## config.mk

```make
export PLATFORM = sky130hd
export DESIGN_NAME = dls_ctrl
export DESIGN_NICKNAME = d
export VERILOG_FILES = /design/src/sv/dls_pkg.sv /design/src/sv/dls_ctrl.sv
export SDC_FILE = /design/constraint.sdc
export NUM_CORES = 1
export LEC_CHECK = 0
export ABC_AREA = 1
export BUFFER_PORTS_ARGS = -buffer_cell sky130_fd_sc_hd__buf_2
export CAP_MARGIN = 20
export CORE_ASPECT_RATIO = 1.2
export CORE_UTILIZATION = 50
export CTS_CLUSTER_DIAMETER = 50
export DETAILED_ROUTE_END_ITERATION = 6
export PLACE_DENSITY_LB_ADDON = 0.12
export SKIP_CTS_REPAIR_TIMING = 1
export SYNTH_ARGS = -nofsm -noshare
export SYNTH_HDL_FRONTEND = slang
export SYNTH_SLANG_ARGS = --single-unit
```

## constraint.sdc

```tcl
create_clock -name i_clk -period 2.4 [get_ports i_clk]
set_input_delay 0.12 -clock i_clk [delete_from_list [all_inputs] [get_ports i_clk]]
set_output_delay 0.12 -clock i_clk [all_outputs]
set_load 0.05 [all_outputs]
```

## src/sv/dls_pkg.sv

```systemverilog
// Shared types, codes and defaults for the dense layer training engine.
package dls_pkg;

    localparam int DEF_MAX_IN    = 16;
    localparam int DEF_MAX_OUT   = 16;
    localparam int DEF_FRAC_BITS = 16;

    localparam int CNT_W  = 5;
    localparam int STEP_W = 17;
    localparam int CFG_W  = 17;

    localparam logic [STEP_W-1:0] STEP_RST = 17'd655;
    localparam logic [CNT_W-1:0]  COUNT_RST = 5'd16;
    localparam logic [CNT_W-1:0]  CNT_MAX   = 5'd31;

    // item commands
    localparam logic [1:0] CMD_WEIGHT = 2'd0;
    localparam logic [1:0] CMD_BIAS   = 2'd1;
    localparam logic [1:0] CMD_FWD    = 2'd2;
    localparam logic [1:0] CMD_BWD    = 2'd3;

    // configuration register indexes
    localparam logic [1:0] CFG_STEP = 2'd0;
    localparam logic [1:0] CFG_IN   = 2'd1;
    localparam logic [1:0] CFG_OUT  = 2'd2;

    // multiplier operand selection
    localparam logic [2:0] MUL_VS = 3'd0;  // value * slope
    localparam logic [2:0] MUL_WB = 3'd1;  // weight * input or gradient
    localparam logic [2:0] MUL_GX = 3'd2;  // gradient * input
    localparam logic [2:0] MUL_LG = 3'd3;  // rate * weight gradient
    localparam logic [2:0] MUL_LB = 3'd4;  // rate * gradient

    typedef struct packed {
        logic       cap;
        logic       mem_rd;
        logic       mul_en;
        logic [2:0] mul_sel;
        logic       gw_en;
        logic       acc_init;
        logic       acc_add;
        logic       res_load;
        logic       w_we_load;
        logic       b_we_load;
        logic       x_we;
        logic       g_we;
        logic       w_we_upd;
        logic       b_we_upd;
        logic       bwd;
        logic       res_kind;
        logic [3:0] res_index;
        logic       res_end;
    } t_dp_cmd;

    typedef struct packed {
        logic [1:0] cmd;
        logic       last;
        logic       w_ok;
        logic       b_ok;
    } t_dp_stat;

endpackage

```

## src/sv/dls_ctrl.sv

```systemverilog
// Controller: configuration registers, element counter and sequencing FSM.
module dls_ctrl #(
    parameter int MAX_IN  = dls_pkg::DEF_MAX_IN,
    parameter int MAX_OUT = dls_pkg::DEF_MAX_OUT,
    localparam int RW   = (MAX_OUT > 1) ? $clog2(MAX_OUT) : 1,
    localparam int CW   = (MAX_IN > 1) ? $clog2(MAX_IN) : 1,
    localparam int MAXN = (MAX_IN > MAX_OUT) ? MAX_IN : MAX_OUT,
    localparam int LW   = (MAXN > 1) ? $clog2(MAXN) : 1,
    localparam int NW   = LW + 1
) (
    input  logic                          i_clk,
    input  logic                          i_rst_n,
    input  logic                          i_valid,
    output logic                          o_stall,
    output logic                          o_valid,
    input  logic                          i_stall,
    input  logic                          i_cfg_we,
    input  logic [1:0]                    i_cfg_index,
    input  logic [dls_pkg::CFG_W-1:0]     i_cfg_data,
    input  dls_pkg::t_dp_stat             i_stat,
    output dls_pkg::t_dp_cmd              o_cmd,
    output logic [RW-1:0]                 o_row,
    output logic [CW-1:0]                 o_col,
    output logic [dls_pkg::CNT_W-1:0]     o_elem,
    output logic [dls_pkg::STEP_W-1:0]    o_step_size
);

    localparam logic [3:0] S_IDLE   = 4'd0;
    localparam logic [3:0] S_EXEC   = 4'd1;
    localparam logic [3:0] S_GSTORE = 4'd2;
    localparam logic [3:0] S_M_RD   = 4'd3;
    localparam logic [3:0] S_M_MUL  = 4'd4;
    localparam logic [3:0] S_M_ACC  = 4'd5;
    localparam logic [3:0] S_OUT    = 4'd6;
    localparam logic [3:0] S_U_RD   = 4'd7;
    localparam logic [3:0] S_U_MUL1 = 4'd8;
    localparam logic [3:0] S_U_SAT  = 4'd9;
    localparam logic [3:0] S_U_MUL2 = 4'd10;
    localparam logic [3:0] S_U_WR   = 4'd11;
    localparam logic [3:0] S_B_RD   = 4'd12;
    localparam logic [3:0] S_B_MUL  = 4'd13;
    localparam logic [3:0] S_B_WR   = 4'd14;

    logic [3:0]                    r_state, n_state;
    logic [dls_pkg::CNT_W-1:0]     r_cnt, n_cnt;
    logic [LW-1:0]                 r_outer, n_outer, r_inner, n_inner;
    logic                          r_bwd, n_bwd;
    logic [dls_pkg::STEP_W-1:0]    r_step, n_step;
    logic [dls_pkg::CNT_W-1:0]     r_in_count, n_in_count, r_out_count, n_out_count;

    logic [NW-1:0] ni, no, m_ilim, m_olim;
    logic          m_in_last, m_out_last, u_in_last, u_out_last, m_phase;
    logic [dls_pkg::CNT_W-1:0] cnt_step;

    assign ni = (r_in_count == '0) ? NW'(1) :
                (32'(r_in_count) > MAX_IN) ? NW'(MAX_IN) : NW'(r_in_count);
    assign no = (r_out_count == '0) ? NW'(1) :
                (32'(r_out_count) > MAX_OUT) ? NW'(MAX_OUT) : NW'(r_out_count);

    // matrix pass: forward walks rows outer, backward walks columns outer
    assign m_ilim     = r_bwd ? no : ni;
    assign m_olim     = r_bwd ? ni : no;
    assign m_in_last  = ({1'b0, r_inner} == m_ilim - NW'(1));
    assign m_out_last = ({1'b0, r_outer} == m_olim - NW'(1));
    assign u_in_last  = ({1'b0, r_inner} == ni - NW'(1));
    assign u_out_last = ({1'b0, r_outer} == no - NW'(1));

    assign m_phase = (r_state == S_M_RD) || (r_state == S_M_MUL) ||
                     (r_state == S_M_ACC) || (r_state == S_OUT);
    assign o_row   = (m_phase && r_bwd) ? RW'(r_inner) : RW'(r_outer);
    assign o_col   = (m_phase && r_bwd) ? CW'(r_outer) : CW'(r_inner);

    assign cnt_step = i_stat.last ? '0 :
                      (r_cnt < dls_pkg::CNT_MAX) ? r_cnt + 1'b1 : r_cnt;

    assign o_elem      = r_cnt;
    assign o_step_size = r_step;
    assign o_stall     = (r_state != S_IDLE);
    assign o_valid     = (r_state == S_OUT);

    always_comb begin
        n_step      = r_step;
        n_in_count  = r_in_count;
        n_out_count = r_out_count;
        if (i_cfg_we) begin
            case (i_cfg_index)
                dls_pkg::CFG_STEP: n_step      = i_cfg_data[dls_pkg::STEP_W-1:0];
                dls_pkg::CFG_IN:   n_in_count  = i_cfg_data[dls_pkg::CNT_W-1:0];
                dls_pkg::CFG_OUT:  n_out_count = i_cfg_data[dls_pkg::CNT_W-1:0];
                default: ;
            endcase
        end
    end

    always_comb begin
        n_state = r_state;
        n_cnt   = r_cnt;
        n_outer = r_outer;
        n_inner = r_inner;
        n_bwd   = r_bwd;
        o_cmd   = '0;
        o_cmd.bwd       = r_bwd;
        o_cmd.res_kind  = r_bwd;
        o_cmd.res_index = 4'(r_outer);
        o_cmd.res_end   = m_out_last;
        case (r_state)
            S_IDLE: begin
                if (i_valid) begin
                    o_cmd.cap = 1'b1;
                    n_state   = S_EXEC;
                end
            end
            S_EXEC: begin
                case (i_stat.cmd)
                    dls_pkg::CMD_WEIGHT: begin
                        o_cmd.w_we_load = i_stat.w_ok;
                        n_state = S_IDLE;
                    end
                    dls_pkg::CMD_BIAS: begin
                        o_cmd.b_we_load = i_stat.b_ok;
                        n_state = S_IDLE;
                    end
                    dls_pkg::CMD_FWD: begin
                        o_cmd.x_we = (r_cnt < ni);
                        n_cnt = cnt_step;
                        if (i_stat.last) begin
                            n_bwd   = 1'b0;
                            n_outer = '0;
                            n_inner = '0;
                            n_state = S_M_RD;
                        end else begin
                            n_state = S_IDLE;
                        end
                    end
                    default: begin
                        o_cmd.mul_en  = 1'b1;
                        o_cmd.mul_sel = dls_pkg::MUL_VS;
                        n_state = S_GSTORE;
                    end
                endcase
            end
            S_GSTORE: begin
                o_cmd.g_we = (r_cnt < no);
                n_cnt = cnt_step;
                if (i_stat.last) begin
                    n_bwd   = 1'b1;
                    n_outer = '0;
                    n_inner = '0;
                    n_state = S_M_RD;
                end else begin
                    n_state = S_IDLE;
                end
            end
            S_M_RD: begin
                o_cmd.mem_rd = 1'b1;
                n_state = S_M_MUL;
            end
            S_M_MUL: begin
                o_cmd.mul_en   = 1'b1;
                o_cmd.mul_sel  = dls_pkg::MUL_WB;
                o_cmd.acc_init = (r_inner == '0);
                n_state = S_M_ACC;
            end
            S_M_ACC: begin
                o_cmd.acc_add = 1'b1;
                if (m_in_last) begin
                    o_cmd.res_load = 1'b1;
                    n_state = S_OUT;
                end else begin
                    n_inner = r_inner + 1'b1;
                    n_state = S_M_RD;
                end
            end
            S_OUT: begin
                if (!i_stall) begin
                    n_inner = '0;
                    if (m_out_last) begin
                        n_outer = '0;
                        n_state = r_bwd ? S_U_RD : S_IDLE;
                    end else begin
                        n_outer = r_outer + 1'b1;
                        n_state = S_M_RD;
                    end
                end
            end
            S_U_RD: begin
                o_cmd.mem_rd = 1'b1;
                n_state = S_U_MUL1;
            end
            S_U_MUL1: begin
                o_cmd.mul_en  = 1'b1;
                o_cmd.mul_sel = dls_pkg::MUL_GX;
                n_state = S_U_SAT;
            end
            S_U_SAT: begin
                o_cmd.gw_en = 1'b1;
                n_state = S_U_MUL2;
            end
            S_U_MUL2: begin
                o_cmd.mul_en  = 1'b1;
                o_cmd.mul_sel = dls_pkg::MUL_LG;
                n_state = S_U_WR;
            end
            S_U_WR: begin
                o_cmd.w_we_upd = 1'b1;
                if (u_in_last) begin
                    n_state = S_B_RD;
                end else begin
                    n_inner = r_inner + 1'b1;
                    n_state = S_U_RD;
                end
            end
            S_B_RD: begin
                o_cmd.mem_rd = 1'b1;
                n_state = S_B_MUL;
            end
            S_B_MUL: begin
                o_cmd.mul_en  = 1'b1;
                o_cmd.mul_sel = dls_pkg::MUL_LB;
                n_state = S_B_WR;
            end
            S_B_WR: begin
                o_cmd.b_we_upd = 1'b1;
                n_inner = '0;
                if (u_out_last) begin
                    n_state = S_IDLE;
                end else begin
                    n_outer = r_outer + 1'b1;
                    n_state = S_U_RD;
                end
            end
            default: n_state = S_IDLE;
        endcase
    end

    always_ff @(posedge i_clk) begin
        if (!i_rst_n) begin
            r_state     <= S_IDLE;
            r_cnt       <= '0;
            r_outer     <= '0;
            r_inner     <= '0;
            r_bwd       <= 1'b0;
            r_step      <= dls_pkg::STEP_RST;
            r_in_count  <= dls_pkg::COUNT_RST;
            r_out_count <= dls_pkg::COUNT_RST;
        end else begin
            r_state     <= n_state;
            r_cnt       <= n_cnt;
            r_outer     <= n_outer;
            r_inner     <= n_inner;
            r_bwd       <= n_bwd;
            r_step      <= n_step;
            r_in_count  <= n_in_count;
            r_out_count <= n_out_count;
        end
    end

endmodule

```

==> results.txt, run 1 <==
* Share of total power consumed by net switching: 36.3%
- Counting along the longest clock path gives a buffer depth of 2.
- Critical Path, Cell by Cell: nor2_2 -> nand2_2 -> nand2_4 -> nand3_4 -> nand2_2 -> inv_2 -> ha_4 -> xor2_2 -> nand2_1 -> nor2_1 -> nand3_1 -> nor2_2 -> nand3_2 -> inv_2 -> buf_8
* Antenna-violating nets left: 0
- During synthesis, Yosys emitted a total of 0 warnings.
* Number of H-tree levels: 2
- GP Congestion: 0.927
- Power comes to 1790 uW.
- Summed over all instances, the cell type with the most area after synthesis is dfxtp_1.
- Clock tree synthesis selected as its root buffer the cell clkbuf_8.
* Number of register bits inferred by synthesis: 45
* Fraction of power consumed by combinational cells: 27.7%
- After synthesis, the largest area contributor takes up around 28% of total cell area.
- The endpoint identified for the worst register-to-register timing path is r_state[1].
- Initial DRC Count: 170
* Post-route setup slack: -0.0107 ns
* Class of the most critical setup path: reg -> out
* Antenna violations before repair: 0
- Internal reg-to-reg setup slack: roughly 0.05 ns
* Max rail drop VDD: between 0.3 and 0.4 mV
* WHS Endpoint: o_step_size[7]
* Source-to-sink clock delay at the later pin of the worst-skew pair: around 0.31 ns
* Post-Synthesis Cells: 510
- Area grow syn2layout: 26.7%
- Number of filler instances in the final layout: roughly 540
- Pin placement for this block handled 84 I/O pins.
* Antenna fix cells: 0
* Max Fanout on Critical Path: 3
- Detailed routing inserted a total of 3624 vias.
* Die outline width: 75.7 microns
- Critical path startpoint: r_out_count[0]
- Critical path launch point type: register
* Power density cells: 435 nW/um^2
* Maximum frequency from static timing analysis: about 410 MHz
- Worst max-slew margin expressed relative to the limit: 65.9%
- Failing checks: setup timing
- The number of placed instances, taps included, is 672.
- Area contributors post-synth: dfxtp_1, nand2_1, nor2_1
* Data arrival time of the worst path: 2.29 ns
- The total overflow left after global routing is 0.
* Total wire length after detailed routing: 9.21 mm
- Required time of the worst setup path: 2.28 ns
- Crit. End Element: primary output
* Final HPWL DP: 6.80 mm
- Total number of placement rows: 31
- Clock group share of total power: 27.1%
- Starting Density: 52.8%
* Setup Viol. Count Final: 1
- Cell leakage power: around 0.002 uW
- The first detailed-routing pass took 5 iterations.
- The hold violation count in the final report came to 0.
- Global-route wire length before repair: 14.0 mm
- Synth Flop Type: dfxtp_1
* Run status: finished, violations left
- Summing every instance area after synthesis gives 3260 sq um.
* Clock Skew: 0.00806 ns
* Average footprint of a synthesized cell: about 6.4 sq um
* Ranking of synthesized cells by instance count: nand2_1, nor2_1, inv_1
- Excluding fillers, the count of instances in the completed layout stands at 685.
* Sequential cell fraction of total power: 45.1%
- At the pin with the least slew margin, the transition time is 0.510 ns.
* Post-synth cell types: 40
* Total nets after synthesis: around 560
- The worst register-to-register path begins at r_out_count[0].
* Count of clock tree sinks: 45
- Sequential fraction of the synthesis area: 27.7%
- After floorplanning, the core was sized to cover between 6000 and 7000 sq um.
- Clock-pin slew was measured on the worst setup and hold paths at 0.10 ns.
- Routed wire length per instance: 13.4 microns
- Unrepaired setup endpoints after global routing: yes
- Tot GR Track Use: between 20% and 30%
* Final period demand of the worst path: 2.41 ns
- Using the TritonRoute via totals, the vias-per-cell ratio works out to 5.29.
- Psw: around 650 uW
- Leading cell type by number of instances after synthesis: nand2_1
- The final layout contains between 600 and 700 nets.
- For this run, design rule violations remaining after detail routing come to 0.
- Of the cells placed in the final design, the portion with a size suffix greater than 1 is a little under a third.
* Slowest stage cell, crit path: dfxtp_1
- The min-delay analysis places its worst path in the category in -> reg.
- Number of buffers added on ports: between 80 and 90
- Slowest Stage Delay on Critical Path: 0.33 ns
* Final Cycle Share: 100%
- EDFF count, synth: 0
- The die covers between 6000 and 7000 sq um.
- Cell-internal power: 1140 uW
* R2R cell count: 19
- The worst hold path begins at i_cfg_data[7].
- CTS tree: done
- Fraction of synthesis flops using an asynchronous set or reset pin: 0%
* Number of global-route vias before repair: 3144
* Cells on Worst Hold Path: 3
- Across the run, the number of max-cap violations was 0.
* Total count of max-transition violations in the final report: 0
- Number of buffers added by the clock tree synthesis step: 5
- Post-placement setup slack: between 0.1 and 0.15 ns
* Maximum number of pins on one net before global-route repair: 33
- Height of the chip: roughly 90 microns
-- logic make-up after synthesis --
group | count (synthesis) | synth area share [%]
adders and majority gates | 16 | 6.15
DFF | 45 | 27.7
and+or+nand+nor | 283 | 39.5
xor gates and xnor gates | 11 | 3.19
AOI/OAI and AO/OA | 81 | 13.8
buffers and inverters | 74 | 9.72
-- worst max-delay path by stage --
stage                  to  slack, ns  cells past startpoint
6_report        o_cmd[13]      -0.01                     15
5_1_grt          o_cmd[0]      -0.13                     15
4_1_cts          o_cmd[0]      -0.19                     15
3_5_place_dp   r_state[2]       0.11                     18
3_3_place_gp   r_inner[1]       0.13                     15
2_1_floorplan   o_cmd[12]       0.07                      4
-- placed cells by master, fill, tap and decap left out, drive strengths merged, types with 3 or more instances in the layout --
master / count
clkinv: 3
ha: 16
dfxtp: 45
o211ai: 3
nand3: 53
nand4: 6
nor3: 5
nand2: 130
a21oi: 29
xor2: 8
o21bai: 3
buf: 99
nor2: 79
inv: 57
clkbuf: 6
o21ai: 38
nor4: 3
a211oi: 3
xnor2: 3
nand3b: 4
-- registers in the layout, summed over array words and instances (netlist names) --
register	cells
o_elem	5
o_step_size	17
r_bwd	1
r_in_count	5
r_inner	4
r_out_count	5
r_outer	4
r_state	4
-- critical path, delay by kind of cell, from the launching register on --
kind	cells	cell delay, ns
XOR/XNOR	1	0.12
adder cells (fa/ha/maj)	1	0.26
buffers and inverters	3	0.31
flip-flops	1	0.33
AND/OR/NAND/NOR	10	0.96
-- metrics by stage --
stage	hold slack [ns]	util, %	cell area [sq um]	setup TNS [ns]
after floorplan	0.247	-	3260	0
after global placement	0.334	61.1	3770	0
after detailed placement	0.339	61.1	3770	0
after CTS	0.0193	62.6	3860	-0.385
after global routing	0.0345	66.9	4130	-0.734
final	0.0273	66.9	4130	-0.0107
-- metal layers --
metal | GRT usage (%) | up-vias | share of wire (%)
li1 | - | 1853 | -
met1 | 32.1 | 1617 | 43
met2 | 44.6 | 125 | 49
met3 | 3.13 | 29 | 4.0
met4 | 11.4 | 0 | 3.7
met5 | 0 | - | 0
-- area by class of cell --
type | count | area [sq um] | share of cell area, %
Inverter | 60 | 240 | 5.82
Tap cell | 82 | 103 | 2.49
Clock inverter | 2 | 15.0 | 0.364
Clock buffer | 6 | 72.6 | 1.76
Timing Repair Buffer | 99 | 578 | 14.0
Multi-Input combinational cell | 391 | 2210 | 53.5
Sequential cell | 45 | 911 | 22.1
-- power by group through the flow --
| stage | combinational, uW | sequential, uW | clock [uW] |
|---|---|---|---|
| after floorplan | 260 | 890 | 0 |
| after global placement | 436 | 821 | 0 |
| after detailed placement | 445 | 822 | 0 |
| after CTS | 446 | 805 | 497 |
| after global routing | 544 | 814 | 520 |
| final | 498 | 810 | 487 |
(Power assumes the default switching activity.)
==> run 2: changes to the inputs <==
--- a/config.mk
+++ b/config.mk
@@ -8,8 +8,10 @@
 export ABC_AREA = 1
 export BUFFER_PORTS_ARGS = -buffer_cell sky130_fd_sc_hd__buf_2
 export CAP_MARGIN = 20
+export CELL_PAD_IN_SITES_DETAIL_PLACEMENT = 1
+export CELL_PAD_IN_SITES_GLOBAL_PLACEMENT = 1
 export CORE_ASPECT_RATIO = 1.2
-export CORE_UTILIZATION = 50
+export CORE_UTILIZATION = 37
 export CTS_CLUSTER_DIAMETER = 50
 export DETAILED_ROUTE_END_ITERATION = 6
 export PLACE_DENSITY_LB_ADDON = 0.12
==> run 2 against run 1 <==
The run still ends with setup timing left. Register-to-register slack got worse by 0.04 ns. Clock skew decreased by 0.0020 ns. Routed wire length increased by 18%. Global-route usage decreased by 1.8 points. Flip-flop and latch count unchanged. Clock power increased by 31%. Power increased by 8.8%. Critical path depth unchanged. Via count increased by 2.8%. Critical path type unchanged. Critical endpoint unchanged.
==> results.txt, run 2 (synthesized netlist as in run 1, its figures left out) <==
* Run status: finished, violations left
- Failing checks: setup timing
- Crit. End Element: primary output
- Number of H-tree levels: 2
- Critical path launch point type: register
- Total count of max-transition violations in the final report: 0
* Actual slew at the worst max-slew pin: between 0.4 and 0.5 ns
- Clock skew on the completed layout was measured at about 0.0061 ns.
- Number of top-level design ports: 84
- For the worst setup path, the data arrival time is 2.35 ns.
- The routed layout has between 3000 and 4000 vias.
* Number of hold violations in the final report: 0
* Antenna violations before repair: 0
* Buffer type at the clock tree root: clkbuf_8
* GP Congestion: 0.940
- In this run the most critical hold path is launched from i_cfg_data[7].
* Routed wire length per instance: 14.9 microns
- Number of global-route vias before repair: 3753
* Number of buffers added by the clock tree synthesis step: 5
- The first global-routing pass estimated roughly 18 mm of wire.
- Detailed placement finished with a half-perimeter wire length of 8.65 mm.
* Worst max-slew margin expressed relative to the limit: 66.7%
* Height of the chip: roughly 100 microns
- For this block, the routed nets add up to between 10 and 15 mm of wire.
- CTS tree: done
* Count of clock tree sinks: 45
- Reg-to-reg startpoint: r_in_count[3]
- In this run the worst path has a maximum fanout of 3.
- Final Cycle Share: 103%
* Tightest Hold Check Type: in -> reg
- Antenna-violating nets left: 0
* Maxcap violations: 0
* Cell family with most CP delay: simple AND/OR/NAND/NOR gates
* Total Die Area: a little over 9000 sq um
- Counting along the longest clock path gives a buffer depth of 2.
- Tracing the worst setup path back leads to its startpoint at r_in_count[3].
* Source-to-sink clock delay at the later pin of the worst-skew pair: 0.32 ns
- Global routing consumed, over all layers together, 24.4% of the routing resources.
- Starting Density: 38.0%
- The die is 87.6 microns wide.
- After clock tree synthesis, the clock-pin slew on the worst setup and hold paths is 0.09 ns.
- In the layout the commonest cells are nand2_1, buf_2, nor2_1.
- Max rail drop VDD: 0.410 mV
* Post-route setup slack: -0.0728 ns
* Drt via density: a little over 5
- Unrepaired setup endpoints after global routing: yes
- Power spread over the standard cell area amounts to 461 nW/um^2.
- After the first detailed-routing iteration, the DRC count stood at 111.
* Net count, final: between 600 and 700
- Total number of placement rows: 37
- Required time of the worst setup path: around 2.3 ns
* Largest register FFs: 17
- In this run the tool buffered the top-level ports with 83 buffer cells.
- After routing the design area is 4230 sq um.
- Setup TNS: -0.138 ns
* Slowest Stage Delay on Critical Path: 0.34 ns
- The critical path goes through nor2_2 -> nand2_1 -> nand2_2 -> nand3_4 -> nand2_4 -> inv_4 -> ha_4 -> xor2_1 -> nand2_1 -> nor2_1 -> nand3_1 -> nor2_2 -> nand3_2 -> inv_2 -> buf_8.
- Crit path buf inv count: 3
- On the critical path, the stage with the largest delay is an instance of dfxtp_2.
* Maximum frequency from static timing analysis: 404 MHz
- The repair_antennas step left the layout with diodes totalling 0.
* Aggregate global routing overflow: 0
* Number of DRC violations after detailed routing: 0
* Cell leakage power: 0.00205 uW
* Setup Viol. Count Final: 2
- First-pass iteration count of the detailed router: 4
* Share of layout cells above drive strength 1: 31.8%
- Area post-placement: between 3000 and 4000 sq um
* Final period demand of the worst path: 2.47 ns
- Most frequent standard cell in the layout excluding fill and tap cells: nand2_1
* Standard cell core area: 8560 sq um
- Entering global routing, the biggest net connects 31 pins.
- The critical path in this run is classified as reg -> out.
- Area grow syn2layout: 30.0%
-- run 2: worst min-delay path, stage by stage --
cell and delay [ns]:
buf_2 0.07, nand2_1 0.05, nand3_1 0.07
-- run 2: per-layer routing --
metal,vias to the layer above,global-route usage (%),part of all wire [%]
li1,1853,-,-
met1,1749,28.0,41
met2,100,44.1,52
met3,24,3.79,3.4
met4,0,9.48,3.3
met5,-,0,0
-- run 2: power breakdown --
| part | total [uW] | internal, uW | switching [uW] |
|---|---|---|---|
| registers | 810 | 779 | 30.4 |
| clock network | 637 | 339 | 298 |
| logic | 504 | 161 | 343 |
-- run 2: area by class of cell --
class                   instances  area (sq um)
clock inverters                 2          37.5
inverters                      60           230
well taps                     117           146
clock buffers                   6          82.6
flip-flops and latches         45           908
multi-input cells             391          2200
fillers                      1177          4330
repair buffers                106           626
-- run 2: through the flow --
step           utilization [%]  total power [uW]  hold WS (ns)  std cells  worst slack, ns
3_3_place_gp              44.9              1270         0.337        711           0.0993
4_1_cts                   46.3              1920       0.00885        719           -0.297
6_report                  49.4              1950        0.0201        727          -0.0728
3_5_place_dp              44.9              1290         0.345        711          0.00914
2_1_floorplan                -              1150         0.247        510           0.0660
5_1_grt                   49.4              2050       0.00919        727           -0.260
-- run 2: worst paths after layout --
path | endpoint | slack (ns) | depth (start not counted)
hold / removal | o_step_size[7] | 0.02 | 3
setup / recovery | o_cmd[13] | -0.07 | 15
setup reg to reg | r_inner[3] | 0.01 | 15
hold reg to reg | o_step_size[3] | 0.46 | 2
